### src/hdl/tff_pkg.sv
package tff_pkg;

    // field widths
    localparam int POS_W    = 24;
    localparam int UV_W     = 16;
    localparam int DIR_W    = 16;
    localparam int DIR_FRAC = DIR_W - 2;

    // difference widths
    localparam int PD_W = POS_W + 1;
    localparam int UD_W = UV_W + 1;

    // shared multiplier and accumulator
    localparam int MUL_W  = (PD_W > 31) ? PD_W : 31;
    localparam int PROD_W = 2 * MUL_W;
    localparam int ACC_W  = PROD_W + 2;

    // block scaling window [2^SC_LO, 2^SC_HI)
    localparam int SC_HI = 30;
    localparam int SC_LO = 29;

    // square root and divider
    localparam int SQ_W     = 2 * SC_HI + 4;
    localparam int SQ_STEPS = SC_HI + 2;
    localparam int LEN_W    = SC_HI + 1;
    localparam int DIV_W    = LEN_W + DIR_FRAC;
    localparam int DCNT_W   = $clog2(DIR_FRAC + 1);

    // vertex slots and queue
    localparam logic [1:0] SLOT_LAST = 2'd2;
    localparam int QDEPTH = 2;
    localparam int QPTR_W = $clog2(QDEPTH);

    // one triangle word: [vertex][axis]
    typedef struct packed {
        logic [2:0][2:0][POS_W-1:0] pos;
        logic [2:0][1:0][UV_W-1:0]  uv;
        logic [2:0][2:0][DIR_W-1:0] nrm;
    } tri_t;

    typedef enum logic [3:0] {
        ST_IDLE,
        ST_DET,
        ST_TRAW,
        ST_TSCALE,
        ST_VSTART,
        ST_CROSS_B,
        ST_BSCALE,
        ST_CROSS_T,
        ST_T2SCALE,
        ST_LEN2,
        ST_SQRT,
        ST_DIV,
        ST_OUT
    } back_state_t;

endpackage

### src/hdl/tff_front.sv
module tff_front (
    input  logic                              aclk,
    input  logic                              aresetn,
    input  logic                              s_valid,
    output logic                              s_ready,
    input  logic signed [tff_pkg::POS_W-1:0]  s_pos_x,
    input  logic signed [tff_pkg::POS_W-1:0]  s_pos_y,
    input  logic signed [tff_pkg::POS_W-1:0]  s_pos_z,
    input  logic signed [tff_pkg::UV_W-1:0]   s_tex_s,
    input  logic signed [tff_pkg::UV_W-1:0]   s_tex_t,
    input  logic signed [tff_pkg::DIR_W-1:0]  s_norm_x,
    input  logic signed [tff_pkg::DIR_W-1:0]  s_norm_y,
    input  logic signed [tff_pkg::DIR_W-1:0]  s_norm_z,
    output logic                              push_valid,
    input  logic                              push_ready,
    output tff_pkg::tri_t                     push_data
);

    logic [1:0]    cnt_reg;
    tff_pkg::tri_t hold_reg;
    logic          accept;
    logic          is_last;

    // third vertex closes a triangle and needs queue space
    assign is_last    = (cnt_reg == tff_pkg::SLOT_LAST);
    assign s_ready    = !is_last || push_ready;
    assign accept     = s_valid && s_ready;
    assign push_valid = s_valid && is_last;

    always_comb begin
        push_data = hold_reg;
        push_data.pos[tff_pkg::SLOT_LAST] = {s_pos_z, s_pos_y, s_pos_x};
        push_data.uv[tff_pkg::SLOT_LAST]  = {s_tex_t, s_tex_s};
        push_data.nrm[tff_pkg::SLOT_LAST] = {s_norm_z, s_norm_y, s_norm_x};
    end

    // vertex counter
    always_ff @(posedge aclk) begin
        if (!aresetn) begin
            cnt_reg <= '0;
        end else if (accept) begin
            cnt_reg <= is_last ? 2'd0 : cnt_reg + 2'd1;
        end
    end

    // hold first two vertices
    always_ff @(posedge aclk) begin
        if (accept && !is_last) begin
            hold_reg.pos[cnt_reg] <= {s_pos_z, s_pos_y, s_pos_x};
            hold_reg.uv[cnt_reg]  <= {s_tex_t, s_tex_s};
            hold_reg.nrm[cnt_reg] <= {s_norm_z, s_norm_y, s_norm_x};
        end
    end

endmodule

### config.mk
export PLATFORM = sky130hd
export DESIGN_NAME = tff_front
export DESIGN_NICKNAME = d
export VERILOG_FILES = /design/src/hdl/tff_pkg.sv /design/src/hdl/tff_front.sv
export SDC_FILE = /design/constraint.sdc
export NUM_CORES = 1
export LEC_CHECK = 0
export ABC_CLOCK_PERIOD_IN_PS = 8500
export BUFFER_PORTS_ARGS = -buffer_cell sky130_fd_sc_hd__buf_2
export CAP_MARGIN = 25
export CORE_AREA = 2 2 242 244
export DETAILED_ROUTE_END_ITERATION = 8
export DIE_AREA = 0 0 244 246
export PLACE_DENSITY_LB_ADDON = 0.25
export SLEW_MARGIN = 20
export SYNTH_ARGS = -nofsm -noshare
export SYNTH_HDL_FRONTEND = slang
export SYNTH_SLANG_ARGS = --single-unit
### constraint.sdc
create_clock -name aclk -period 8.5 [get_ports aclk]
set_input_delay 0.425 -clock aclk [delete_from_list [all_inputs] [get_ports aclk]]
set_output_delay 0.425 -clock aclk [all_outputs]
set_load 0.05 [all_outputs]
* Yosys cells after proc, flatten, opt, wreduce, memory -nomap -nowiden
Index checks and enable logic that the tools add are counted.
Cells by class: $add $sub $neg 1, magnitude comparators 2, equal/unequal tests 1, multiplexer cells 10, reduce and logical (&&, ||, !) cells 6
Operators with widths (number):
- $bwmux W216 | 1
- $bwmux W144 | 1
- $demux W72 S2 | 1
- $bwmux W96 | 1
- $demux W48 S2 | 1
- $mux W72 | 1
- $demux W32 S2 | 1
- $mux W48 | 1
- $mux W32 | 1
- $logic_and A1 B1 Y1 | 4
- $lt A2 B3 Y1 const B | 1
- $add A2 B1 Y2 const B | 1
- $eq A2 B2 Y1 const B | 1
- $ge A2 B1 Y1 const B | 1
- $mux W2 | 1
- $logic_not A1 Y1 | 1
- $logic_or A1 B1 Y1 | 1
Storage, ports and cells: bits in registers 458, input port bits 156, output and inout port bits 458, logic and storage cells 45

* Logic depth before layout (Yosys ltp)
word-level depth 5, depth in mapped cells 2, mapped depth without buffers 2

* Least setup slack after synthesis
No wires, ideal clock.
kind input to register, from in s_valid, to reg hold_reg, in the netlist push_data[176] (enable), setup time 0.666 ns, arrival time 6.796 ns, data required time 7.834 ns, slack 1.039 ns, cell stages on the path 2, buffers on the path 0, cells stage by stage nand2_1 nor2_1
Between the ends: word-level cells in the longest chain between the ends 2
Ends and longest elaborated chain:
- from (decl) | line tff_front.sv:4 | input logic s_valid,
- $logic_and A1 B1 Y1 | line tff_front.sv:27 | assign accept = s_valid && s_ready;
- $logic_and A1 B1 Y1 | line tff_front.sv:48 | if (accept && !is_last) begin
- to (decl) | line tff_front.sv:20 | tff_pkg::tri_t hold_reg;
Every way passes these cells. A chain may end at the register's enable or synchronous reset.

* Worst setup path in the final report
from reg cnt_reg[1], to reg hold_reg, in the netlist push_data[266] (enable)
Between the ends: word-level cells in the longest chain between the ends 5
Ends and longest elaborated chain:
- from (decl) | line tff_front.sv:19 | logic [1:0] cnt_reg;
- from (signal assigned) | line tff_front.sv:42 | cnt_reg <= is_last ? 2'd0 : cnt_reg + 2'd1;
- $eq A2 B2 Y1 (*) | line tff_front.sv:25 | assign is_last = (cnt_reg == tff_pkg::SLOT_LAST);
- $logic_not A1 Y1 (*) | line tff_front.sv:26, tff_front.sv:48
- $logic_or A1 B1 Y1 | line tff_front.sv:26 | assign s_ready = !is_last || push_ready;
- $logic_and A1 B1 Y1 | line tff_front.sv:27
- $logic_and A1 B1 Y1 (*) | line tff_front.sv:48
Mark *: on every way between the ends. The rest lies on a longest branch, timed or not.

==> results.cfg <==
[clock_network]
cts.htree.levels = 2
clkLatencyLatePin_ns = 0.53
clockBufferDepth = 3
holdBufCountCts = 0
postCtsSetupBuffers = 0
cts_resized = 0
clk_pin_slew_ns = 0.06
numCtsBuffers = 35
numClockSinks = 306
tritoncts = done
cts_root_buf = clkbuf_16

[sta]
setup_violations = 0
slew_headroom_pct = 40.4
finClkSkew_ns = 0.00803
drv_slew = 0
period_share_pct = 30.1
tightest_slew_ns = 0.893
fmax_mhz = 391
fin_crit_ns = 2.56
hold_viol = 0
fin_tns_setup_ns = 0
rsz0062_at_grt = false

[synthesis]
synthCells = 468
syn_area_per_cell_um2 = 22.2
synth_top_area_cell = edfxtp_1
synth_top_area_share_pct = 87.9
syn-cell-area_um2 = 10400
yosysWarnings = 0
synth-seq-cells = 306
ys_seq_area_share_pct = 88.3
synthesis.nets = 624
synthTopCellsByArea = edfxtp_1, buf_4, dfxtp_1, and3b_1, nor3b_2
synth.distinct_cells = 12

[power_and_ir_drop]
p_total_mw = 3.79
p_switching_mw = 1.11
p_seq_share_pct = 46.9
power_leakage_nw = 5.85
switching_share_pct = 29.2
p_comb_share_pct = 16.6
p_int_mw = 2.69
clkPwrFrac_pct = 36.5
max-vdd-ir-drop_mv = 0.140
powerDensity_nw_per_um2 = 264

[final_layout]
area_growth_pct = 38.7
finalNetCount = 1128
final_cell_mix = buf_2, edfxtp_1, clkbuf_16
antenna_cells = 0
largest_reg_flops = 304
layout.filler_cells = 5981
layout_commonest_cell = buf_2
drive_above_1_share_pct = 66.9

[floorplan]
coreArea_um2 = 57400
ioPinCount = 614
die_h_um = 246
start_util_pct = 18.1
die_width_um = 244
rows = 88
dieArea_um2 = 60000

[drt]
wl_um = 27200
drt-vias-per-instance = 3.29
wl_per_cell_um = 15.5
final_antenna_net_count = 0
dr.pass1.iters = 4
drt-initial-drc-count = 212
via_count = 5792
drc = 0

[critical_path]
cp-startpoint = cnt_reg[1]
r2r_end = push_data[266]
worstPathArrival_ns = 2.71
cp-start-kind = flip-flop
reg2reg_depth = 3
r2r_slack_ns = 5.94
crit_end = push_data[266]
required_ns = 8.65
r2r_start = cnt_reg[1]
crit_path_max_fanout = 52
path_class = flip-flop to flip-flop
worstSetupEndpointType = flip-flop

[global_routing]
overflow = 0
grt_pass1_vias = 5620
grt_pass1_wl_um = 37000
grt_max_degree = 63
antenna_found_initial = 1
grt_use_total_pct = 8.41

[placed_design]
dp_hpwl_um = 20200
place_congestion = 0.737
port_buffers = 613

[status]
outcome = complete, no violations

[flow_run]
drv_cap = 0

[min_path]
hp-class = primary input to flip-flop
holdPathStages = 1
[worst min-delay path by stage]
| stage | from | end |
|---|---|---|
| after floorplan | s_norm_x[0] | push_data[0] |
| after global placement | s_norm_y[5] | push_data[21] |
| after detailed placement | s_tex_t[15] | push_data[207] |
| after CTS | s_pos_x[17] | push_data[329] |
| after global routing | s_pos_y[16] | push_data[352] |
| final | s_tex_s[4] | push_data[180] |
[power groups by stage]
stage	logic [mW]	registers [mW]	clock network (mW)
floorplan	0.225	2.10	0
global placement	0.637	1.81	0
detailed placement	0.637	1.81	0
CTS	0.636	1.78	1.46
global route	0.651	1.79	1.50
finish	0.628	1.78	1.39
[layer usage]
layer	global-route usage, %	vias to the layer above	wire length, µm
met5	0	-	0
met2	14.7	339	14100
li1	-	2622	-
met3	3.00	47	2270
met4	3.59	0	745
met1	9.20	2784	10100
[cell usage after synthesis, drive strengths merged]
library cell / count
edfxtp: 304
dfxtp: 2
nor2b: 1
nor3b: 1
buf: 152
or3b: 1
and3b: 2
a21oi: 1
o211ai: 1
nand2: 1
nor2: 1
o21a: 1
[worst max-delay path: stages (launching register included)]
cell and delay (ns):
dfxtp_1 0.39, nor3b_4 0.57, buf_4 0.49, buf_4 0.63
[cell families after synthesis]
group	Yosys count	share of synthesized area, %
simple gates	7	0.506
buf+inv	152	11.0
flops	306	88.3
compound gates	3	0.193
[area by class of cell]
type / count / area [µm²] / area share [%]
clock buffers: 47 / 963 / 6.69
clock inverters: 14 / 90.1 / 0.626
multi-input cells: 10 / 86.3 / 0.600
flip-flops and latches: 306 / 9170 / 63.7
well taps: 765 / 957 / 6.65
repair buffers: 619 / 3130 / 21.8
[through the flow]
stage	instances	instance area [µm²]	hold WS [ns]	setup slack [ns]	util [%]
2_1_floorplan	468	10400	0.524	1.04	-
3_3_place_gp	1699	13300	0.627	5.72	23.2
3_5_place_dp	1699	13300	0.630	5.67	23.2
4_1_cts	1760	14400	0.0484	5.80	25.1
5_1_grt	1761	14400	0.0636	5.70	25.1
6_report	1761	14400	0.102	5.94	25.1
Note: power is estimated with default switching activity, not from simulation.
