File: config.mk
export PLATFORM = sky130hd
export DESIGN_NAME = tff_queue
export DESIGN_NICKNAME = d
export VERILOG_FILES = /design/src/hdl/tff_pkg.sv /design/src/hdl/tff_queue.sv
export SDC_FILE = /design/constraint.sdc
export NUM_CORES = 1
export LEC_CHECK = 0
export BUFFER_PORTS_ARGS = -buffer_cell sky130_fd_sc_hd__buf_2
export CORE_AREA = 2 2 354 356
export DETAILED_ROUTE_END_ITERATION = 6
export DIE_AREA = 0 0 356 358
export GPL_ROUTABILITY_DRIVEN = 0
export SLEW_MARGIN = 20
export SYNTH_ARGS = -nofsm -noshare
export SYNTH_HDL_FRONTEND = slang
export SYNTH_SLANG_ARGS = --single-unit
File: constraint.sdc
create_clock -name aclk -period 15.6 [get_ports aclk]
set_clock_uncertainty 0.05 [all_clocks]
set_input_delay 2.34 -clock aclk [delete_from_list [all_inputs] [get_ports aclk]]
set_output_delay 2.34 -clock aclk [all_outputs]
set_load 0.01 [all_outputs]
File: src/hdl/tff_pkg.sv
package tff_pkg;

    // field widths
    localparam int POS_W    = 24;
    localparam int UV_W     = 16;
    localparam int DIR_W    = 16;
    localparam int DIR_FRAC = DIR_W - 2;

    // difference widths
    localparam int PD_W = POS_W + 1;
    localparam int UD_W = UV_W + 1;

    // shared multiplier and accumulator
    localparam int MUL_W  = (PD_W > 31) ? PD_W : 31;
    localparam int PROD_W = 2 * MUL_W;
    localparam int ACC_W  = PROD_W + 2;

    // block scaling window [2^SC_LO, 2^SC_HI)
    localparam int SC_HI = 30;
    localparam int SC_LO = 29;

    // square root and divider
    localparam int SQ_W     = 2 * SC_HI + 4;
    localparam int SQ_STEPS = SC_HI + 2;
    localparam int LEN_W    = SC_HI + 1;
    localparam int DIV_W    = LEN_W + DIR_FRAC;
    localparam int DCNT_W   = $clog2(DIR_FRAC + 1);

    // vertex slots and queue
    localparam logic [1:0] SLOT_LAST = 2'd2;
    localparam int QDEPTH = 2;
    localparam int QPTR_W = $clog2(QDEPTH);

    // one triangle word: [vertex][axis]
    typedef struct packed {
        logic [2:0][2:0][POS_W-1:0] pos;
        logic [2:0][1:0][UV_W-1:0]  uv;
        logic [2:0][2:0][DIR_W-1:0] nrm;
    } tri_t;

    typedef enum logic [3:0] {
        ST_IDLE,
        ST_DET,
        ST_TRAW,
        ST_TSCALE,
        ST_VSTART,
        ST_CROSS_B,
        ST_BSCALE,
        ST_CROSS_T,
        ST_T2SCALE,
        ST_LEN2,
        ST_SQRT,
        ST_DIV,
        ST_OUT
    } back_state_t;

endpackage

File: src/hdl/tff_queue.sv
module tff_queue (
    input  logic          aclk,
    input  logic          aresetn,
    input  logic          push_valid,
    output logic          push_ready,
    input  tff_pkg::tri_t push_data,
    output logic          pop_valid,
    input  logic          pop_ready,
    output tff_pkg::tri_t pop_data
);

    tff_pkg::tri_t               mem_reg [tff_pkg::QDEPTH];
    logic [tff_pkg::QPTR_W-1:0]  wr_reg;
    logic [tff_pkg::QPTR_W-1:0]  rd_reg;
    logic [tff_pkg::QPTR_W:0]    count_reg;
    logic                        do_push;
    logic                        do_pop;

    assign push_ready = (count_reg != (tff_pkg::QPTR_W + 1)'(tff_pkg::QDEPTH));
    assign pop_valid  = (count_reg != '0);
    assign pop_data   = mem_reg[rd_reg];
    assign do_push    = push_valid && push_ready;
    assign do_pop     = pop_valid && pop_ready;

    // pointers and fill count
    always_ff @(posedge aclk) begin
        if (!aresetn) begin
            wr_reg    <= '0;
            rd_reg    <= '0;
            count_reg <= '0;
        end else begin
            if (do_push) begin
                wr_reg <= (wr_reg == tff_pkg::QPTR_W'(tff_pkg::QDEPTH - 1))
                        ? '0 : wr_reg + 1'b1;
            end
            if (do_pop) begin
                rd_reg <= (rd_reg == tff_pkg::QPTR_W'(tff_pkg::QDEPTH - 1))
                        ? '0 : rd_reg + 1'b1;
            end
            if (do_push && !do_pop) begin
                count_reg <= count_reg + 1'b1;
            end else if (!do_push && do_pop) begin
                count_reg <= count_reg - 1'b1;
            end
        end
    end

    // storage
    always_ff @(posedge aclk) begin
        if (do_push) begin
            mem_reg[wr_reg] <= push_data;
        end
    end

endmodule

# Word-level counts from Yosys, hierarchy flattened
# Memories as Yosys holds them, arrays and structs flattened. A register that Yosys moved wholly into a read port is not among the register bits.
# Cells that the tools add are included.
# totals
register_bits,4
ramBits,912
inputBits,460
output_inout_bits,458
n_memories,1
# classes
add_sub_neg,4
n_eq_ne,1
muxes,8
reduce_logical,8
# memory_table
memory,words,width,read_ports,rd_clocked_by_memory_dff,write_ports,line,rtl
mem_reg,2,456,1,1,1,tff_queue.sv:12,tff_pkg::tri_t mem_reg [tff_pkg::QDEPTH];
# ops
operator,count
$mux 1,6
$logic_and 1x1->1,4
$mux 2,2
$reduce_bool 2->1,2
$add 1x1->1 const B,2
$add 2x1->2 const B,1
$logic_not 1->1,2
$ne 2x2->1 const B,1
$sub 2x1->2 const B,1

# Logic depth before layout (Yosys ltp)
# Gate-level depths: netlist (run 1).
# depth
word_depth,6
ltp_mapped,6

# Worst setup path before layout (run 1)
# OpenSTA, ideal clock, no wires.
# synth_path
kind,input to register
from,in push_valid
to,mem mem_reg[1][0] in the netlist's numbering (enable)
t_arrival_ns,12.728
path_slack_ns,1.940
stages,1
cell_sequence,and3_1
# synth_between
elab_chain_cells,3
# synth_rtl
element,line,rtl
from (decl),tff_queue.sv:4,"input logic push_valid,"
$logic_and 1x1->1,tff_queue.sv:22,assign do_push = push_valid && push_ready;
$mux 1,tff_queue.sv:50,if (do_push) begin
$mux 1 (implied by the code),tff_queue.sv:51,mem_reg[wr_reg] <= push_data;
to (decl),tff_queue.sv:12,
# Every way passes these cells.

==> metrics.txt, run 1 <==
status completed; max-cap viol count 0; Peak supply drop ~0.13 mV; Worst-Margin Slew ~1.1 ns; std cell rows 129; DIE WIDTH between 300 and 400 µm; Buffers on Ports approximately 920; largest net degree at the start of global routing around 140; P_leak 15.3 nW; clock sink count around 920; post_cts resized 0; syn avg cell area 23.1 µm²; DP Area 39,600 µm²; number of synthesized flops with an enable pin 912; Reg2Reg Depth 6; Via density roughly 4.1; Hold Slack between 0.4 and 0.5 ns; Crit path largest cell delay a little under 0.9 ns; Ports 918; cts hold-fix bufs 0; max reg flops slightly above 900; count of final setup violators 0; Final #Nets 2,879; Max Fclk about 160 MHz; worst-path fanout max between 100 and 150; WL/cell a little under 20 µm; Clk Latency, worst-skew pair about 0.66 ns; clock-pin slew on the worst setup and hold paths 0.06 ns; worst path cell trace buf_4 -> buf_12 -> mux2_2 -> buf_2; Setup crit end pop_data[348]; #FFs+latches synth around 900; register area between 20,000 and 30,000 µm²; Final Cell Area approximately 42,000 µm²; fin. max-slew vios 0; final core occ about a third; Critical Path RT approximately 13 ns; RSZ-0062 raised after global routing no; most frequent cells in the layout buf_2 (917), edfxtp_1 (912), mux2_2 (456); Die ar. between 100,000 and 150,000 µm²; Die Ht 358 µm; Pre-antenna DRT Iters 5; Fillers about 12,000; Root Buffer Master clkbuf_16; Tmin final between 6 and 7 ns; setup repair bufs after CTS 0; first-pass GRT wire length 113 mm; post-synthesis async set-or-reset flop share 0%; Synth Cell Area about 33,000 µm²; 1st-iter DRT viols 1,091; R2R setup slack 11.24 ns; DRT Wirelength a little over 80 mm; CP Capture Type primary output; dominant synthesized flop cell edfxtp_1; Starting Density ~27%; Pwr Total around 0.007 W; grt ovf 0; max_slew headroom roughly 28%; Setup TNS 0 ns; Syn Nets roughly 1,900; CTS max path bufs 3; Total Routing Usage GR a little under an eighth; Final Cycle Share slightly above 40%; core area around 120,000 µm²; Hold WC Path Type reg -> reg; Post-DP HPWL roughly 57 mm; Critical Path Slowest Stage Cell buf_4; antenna violations before repair 23; vias in the first global route around 18,000; Synth Instances 1,443; ANT nets after route 0; critical path arrival 3.92 ns; CTS tree built; post-synthesis sequential area ratio around 82%; # DRC 0; crit path kind reg -> out; power per cell area approximately 160 nW/µm²; vias between 15,000 and 20,000; Reg-to-Reg End mem_reg[0][127]; Critical R2R Launch count_reg[0]; cts bufs inserted between 90 and 100; Netlist cell types 19; YS warnings 0; most common cell after layout, fill and taps aside buf_2; final hold vios 0; CP Launch Type register; CTS H-tree depth 3; share of cells above drive strength 1 around three fifths; area of the multi-input gates approximately 5300 µm²; Area Growth Syn to Fin 27.3%
==> power breakdown <==
part,internal [W],switching (W)
Clock,0.00115,0.000918
Sequential,0.00308,0.0000724
Combinational,0.000700,0.000911
Total,0.00493,0.00190
==> metrics by stage <==
stage               instances  setup slack (ns)
floorplan                1443              1.94
detailed placement       3960              9.38
global route             4134              9.07
global placement         3960              9.36
finish                   4137              9.29
CTS                      4129              9.22
==> worst max-delay path: cells and delay by family, from the launching register on <==
| family | cells | cell delay, ns |
|---|---|---|
| mux | 1 | 0.45 |
| buf+inv | 3 | 1.61 |
| flops | 1 | 0.77 |
==> logic make-up after synthesis <==
logic type,synth area share [%]
xor gates and xnor gates,0.0789
and+or+nand+nor,0.173
adders and majority gates,0.0375
AOI/OAI and AO/OA,0.105
DFF,82.5
muxes,15.4
buffers and inverters,1.70
==> layout make-up <==
type                            instances  area share [%]
Antenna cell                            8          0.0472
Clock buffer                          123            5.85
Clock inverter                         46           0.776
Inverter                                1          0.0266
Multi-Input combinational cell        474            12.4
Sequential cell                       917            64.8
Tap cell                             1637            4.83
Timing Repair Buffer                  931            11.2
==> Yosys cell counts, types with 2 or more instances <==
cell / count / area, µm²
a21boi_0: 2 / 15.0
and2_1: 4 / 25.0
mux2_2: 456 / 5130
buf_2: 2 / 10.0
xnor2_1: 2 / 17.5
edfxtp_1: 912 / 27400
dfxtp_1: 5 / 100
buf_6: 49 / 552
==> how the worst min path moves through the flow <==
| stage | startpoint | endpoint | slack [ns] | cells past startpoint |
|---|---|---|---|---|
| CTS | count_reg[1] | count_reg[1] | 0.48 | 2 |
| detailed placement | count_reg[1] | count_reg[1] | 0.47 | 2 |
| floorplan | count_reg[1] | count_reg[1] | 0.44 | 2 |
| finish | count_reg[1] | count_reg[1] | 0.48 | 2 |
| global placement | count_reg[1] | count_reg[1] | 0.45 | 2 |
| global route | count_reg[1] | count_reg[1] | 0.52 | 2 |
==> layer usage <==
| metal | global-route usage [%] | part of all wire, % |
|---|---|---|
| met1 | 12.9 | 36 |
| met5 | 0 | 0.23 |
| met4 | 4.10 | 2.8 |
| met2 | 20.8 | 51 |
| met3 | 5.31 | 9.7 |
Note: power is estimated with default switching activity, not from simulation.
==> run 2, diff against run 1 <==
- ABC_AREA: default -> 1
- CORE_AREA: 2 2 354 356 -> 2 2 355 357
- DIE_AREA: 0 0 356 358 -> 0 0 357 359
- clock period: 15.6 -> 5.85 ns (I/O delays scaled with it)
==> run 2 against run 1 <==
Against the previous run:
- worst setup slack worse by 7.2 ns
- clock-buffer cell count is 5 lower
- critical path depth is 1 lower
- utilization is 0.063 points higher
- combinational power grew to 2.5 times the previous value
- worst hold slack worse by 0.15 ns
- sequential power grew to 2.7 times the previous value
- cell count is 1.5% higher
- routed wire length is 2.6% higher
- sequential share of layout area is 0.78 points lower
- critical path type unchanged
- largest cell class unchanged
==> metrics.txt, run 2 <==
Finished Layout Cells roughly 4,200; post_cts resized 0; critical path arrival about 2.9 ns; Netlist cell types 16; max reg flops between 900 and 1,000; Hold Slack between 0.3 and 0.4 ns; Critical Path Slowest Stage Cell dfxtp_4; max-cap viol count 0; Fillers roughly 12,000; crit path kind reg -> out; cts bufs inserted between 90 and 100; Area Growth Syn to Fin 28.2%; post-synthesis sequential area ratio slightly above 80%; Worst-Margin Slew 1.10 ns; clock sink count just over 900; grt ovf 0; CTS max path bufs 3; area of the multi-input gates approximately 5400 µm²; power per cell area about 420 nW/µm²; Peak supply drop approximately 0.30 mV; top-count cell post-synth edfxtp_1; Post-DP HPWL roughly 60 mm; combinational power share 22.4%; YS warnings 0; Pint about 0.013 W; DIE WIDTH 357 µm; most common cell after layout, fill and taps aside buf_2; Root Buffer Master clkbuf_16; DP Area about 40,000 µm²; antenna violations before repair 30; share of cells above drive strength 1 between 60% and 70%; Clock power frac between 30% and 40%; 1st-iter DRT viols approximately 1,000; syn avg cell area ~23 µm²; largest net degree at the start of global routing between 100 and 150; std cell rows 130; P_leak roughly 16 nW; most frequent cells in the layout buf_2 (917), edfxtp_1 (912), mux2_2 (413); Critical Path RT around 5 ns; core area roughly 120,000 µm²; dominant cell type by area after synthesis edfxtp_1; Crit path largest cell delay 0.89 ns; fin. max-slew vios 0; Buffers on Ports just over 900; Clk Latency, worst-skew pair approximately 0.7 ns; Synth Instances around 1,500; status completed; Switch Pwr about 0.005 W; Post-synth top cells edfxtp_1 (912), mux2_2 (413), buf_6 (50); Max Fclk roughly 260 MHz; #FFs+latches synth roughly 920; Seq pwr share 46.9%; Tmin final around 3.8 ns; Via density 4.17; switch share 27.4%; number of synthesized flops with an enable pin a little over 900; Hold WC Path Type in -> reg; Final Cell Area 42,900 µm²; # DRC 0; Starting Density around 27%; Final #Nets 2,922; CTS H-tree depth 3; worst path cell trace buf_12 -> mux2_2 -> buf_2; CP Launch Type register; Pre-antenna DRT Iters 5; cell count after placement between 4,000 and 5,000; count of final setup violators 0; CP Capture Type primary output; ANT nets after route 0; vias between 15,000 and 20,000; Die Ht around 360 µm; Total Routing Usage GR 12.5%; WL/cell about 20 µm; Final Cycle Share between 60% and 70%; top cell type's share of synthesized area about four fifths; max_slew headroom between 20% and 30%; register area around 27,000 µm²; Die ar. 128,000 µm²; post-synthesis async set-or-reset flop share 0%; setup repair bufs after CTS 0; dominant synthesized flop cell edfxtp_1; Synth Cell Area between 30,000 and 40,000 µm²; first-pass GRT wire length ~120 mm; Ports between 900 and 1,000; cts hold-fix bufs 0; vias in the first global route 18,000; final hold vios 0; clock-pin slew on the worst setup and hold paths about 0.06 ns; RSZ-0062 raised after global routing no; CTS tree built; Syn Nets 1,917; synth top area cells edfxtp_1 (82%), mux2_2 (14%), mux2_4 (1.8%), buf_6 (1.7%), dfxtp_1 (0.30%); worst-path fanout max 106; DRT Wirelength roughly 84 mm
==> run 2: changes by cell type in the layout (fill, tap and decap cells not counted), sizes merged, moves of 2 or more <==
cell,delta
inv,+10
nor2,+8
nand2,+9
diode,+7
xnor2,-2
clkinv,+3
and2,-4
clkbuf,-5
a21boi,-2
buf,+27
==> run 2: area by class of cell <==
cell class,count,area share [%]
clock buffer,118,5.79
multi-input combinational,480,12.6
timing repair buffer,958,11.7
clock inverter,53,0.869
antenna,15,0.0874
sequential,917,64.0
inverter,8,0.0700
tap,1650,4.81
==> run 2: kinds of logic (layout without fill, tap and decap cells) <==
family | Yosys count | count (layout) | share of synthesized area (%)
AND/OR/NAND/NOR | 19 | 19 | 0.224
flip-flops | 917 | 917 | 82.1
buffers and inverters | 59 | 1137 | 1.79
adder cells (fa/ha/maj) | 1 | 1 | 0.0374
AO/OA/AOI/OAI | 4 | 4 | 0.0673
other | 0 | 15 | 0
multiplexers | 456 | 456 | 15.8
==> run 2: path summary, 6_finish.rpt <==
path	slack, ns	cells after the start	end	start
worst max-delay path	2.06	3	pop_data[412]	register
worst min-delay path	0.33	1	mem_reg[0][73]	push_data[73]
worst max register to register	3.20	6	mem_reg[0][133]	count_reg[0]
worst min register to register	0.47	2	register	rd_reg
==> run 2: per-layer routing <==
layer | GRT usage [%] | wire (µm) | part of all wire, %
met2 | 22.1 | 43500 | 52
met4 | 5.52 | 2370 | 2.8
met3 | 4.56 | 7510 | 9.0
met5 | 0 | 82 | 0.098
met1 | 13.1 | 30100 | 36
==> run 2: power groups by stage <==
stage | logic, W | registers (W) | clock network [W]
floorplan | 0.00253 | 0.00880 | 0
global placement | 0.00413 | 0.00865 | 0
detailed placement | 0.00413 | 0.00868 | 0
CTS | 0.00415 | 0.00855 | 0.00577
global route | 0.00436 | 0.00861 | 0.00601
finish | 0.00407 | 0.00853 | 0.00558
==> run 2: metrics by stage <==
stage                     setup WS, ns  utilization [%]  setup TNS [ns]  total power, W
final                             2.06             34.5               0          0.0182
after global routing              1.88             34.5               0          0.0190
after CTS                         1.95             34.4               0          0.0185
after detailed placement          2.75             32.1               0          0.0128
after global placement            2.78             32.1               0          0.0128
after floorplan                  -2.32                -        -2110.73          0.0113
==> run 2: worst max-delay path, delay by kind of cell (launching register included) <==
kind / cells / cell delay [ns]
flops: 1 / 0.89
buf+inv: 2 / 0.56
mux: 1 / 0.42
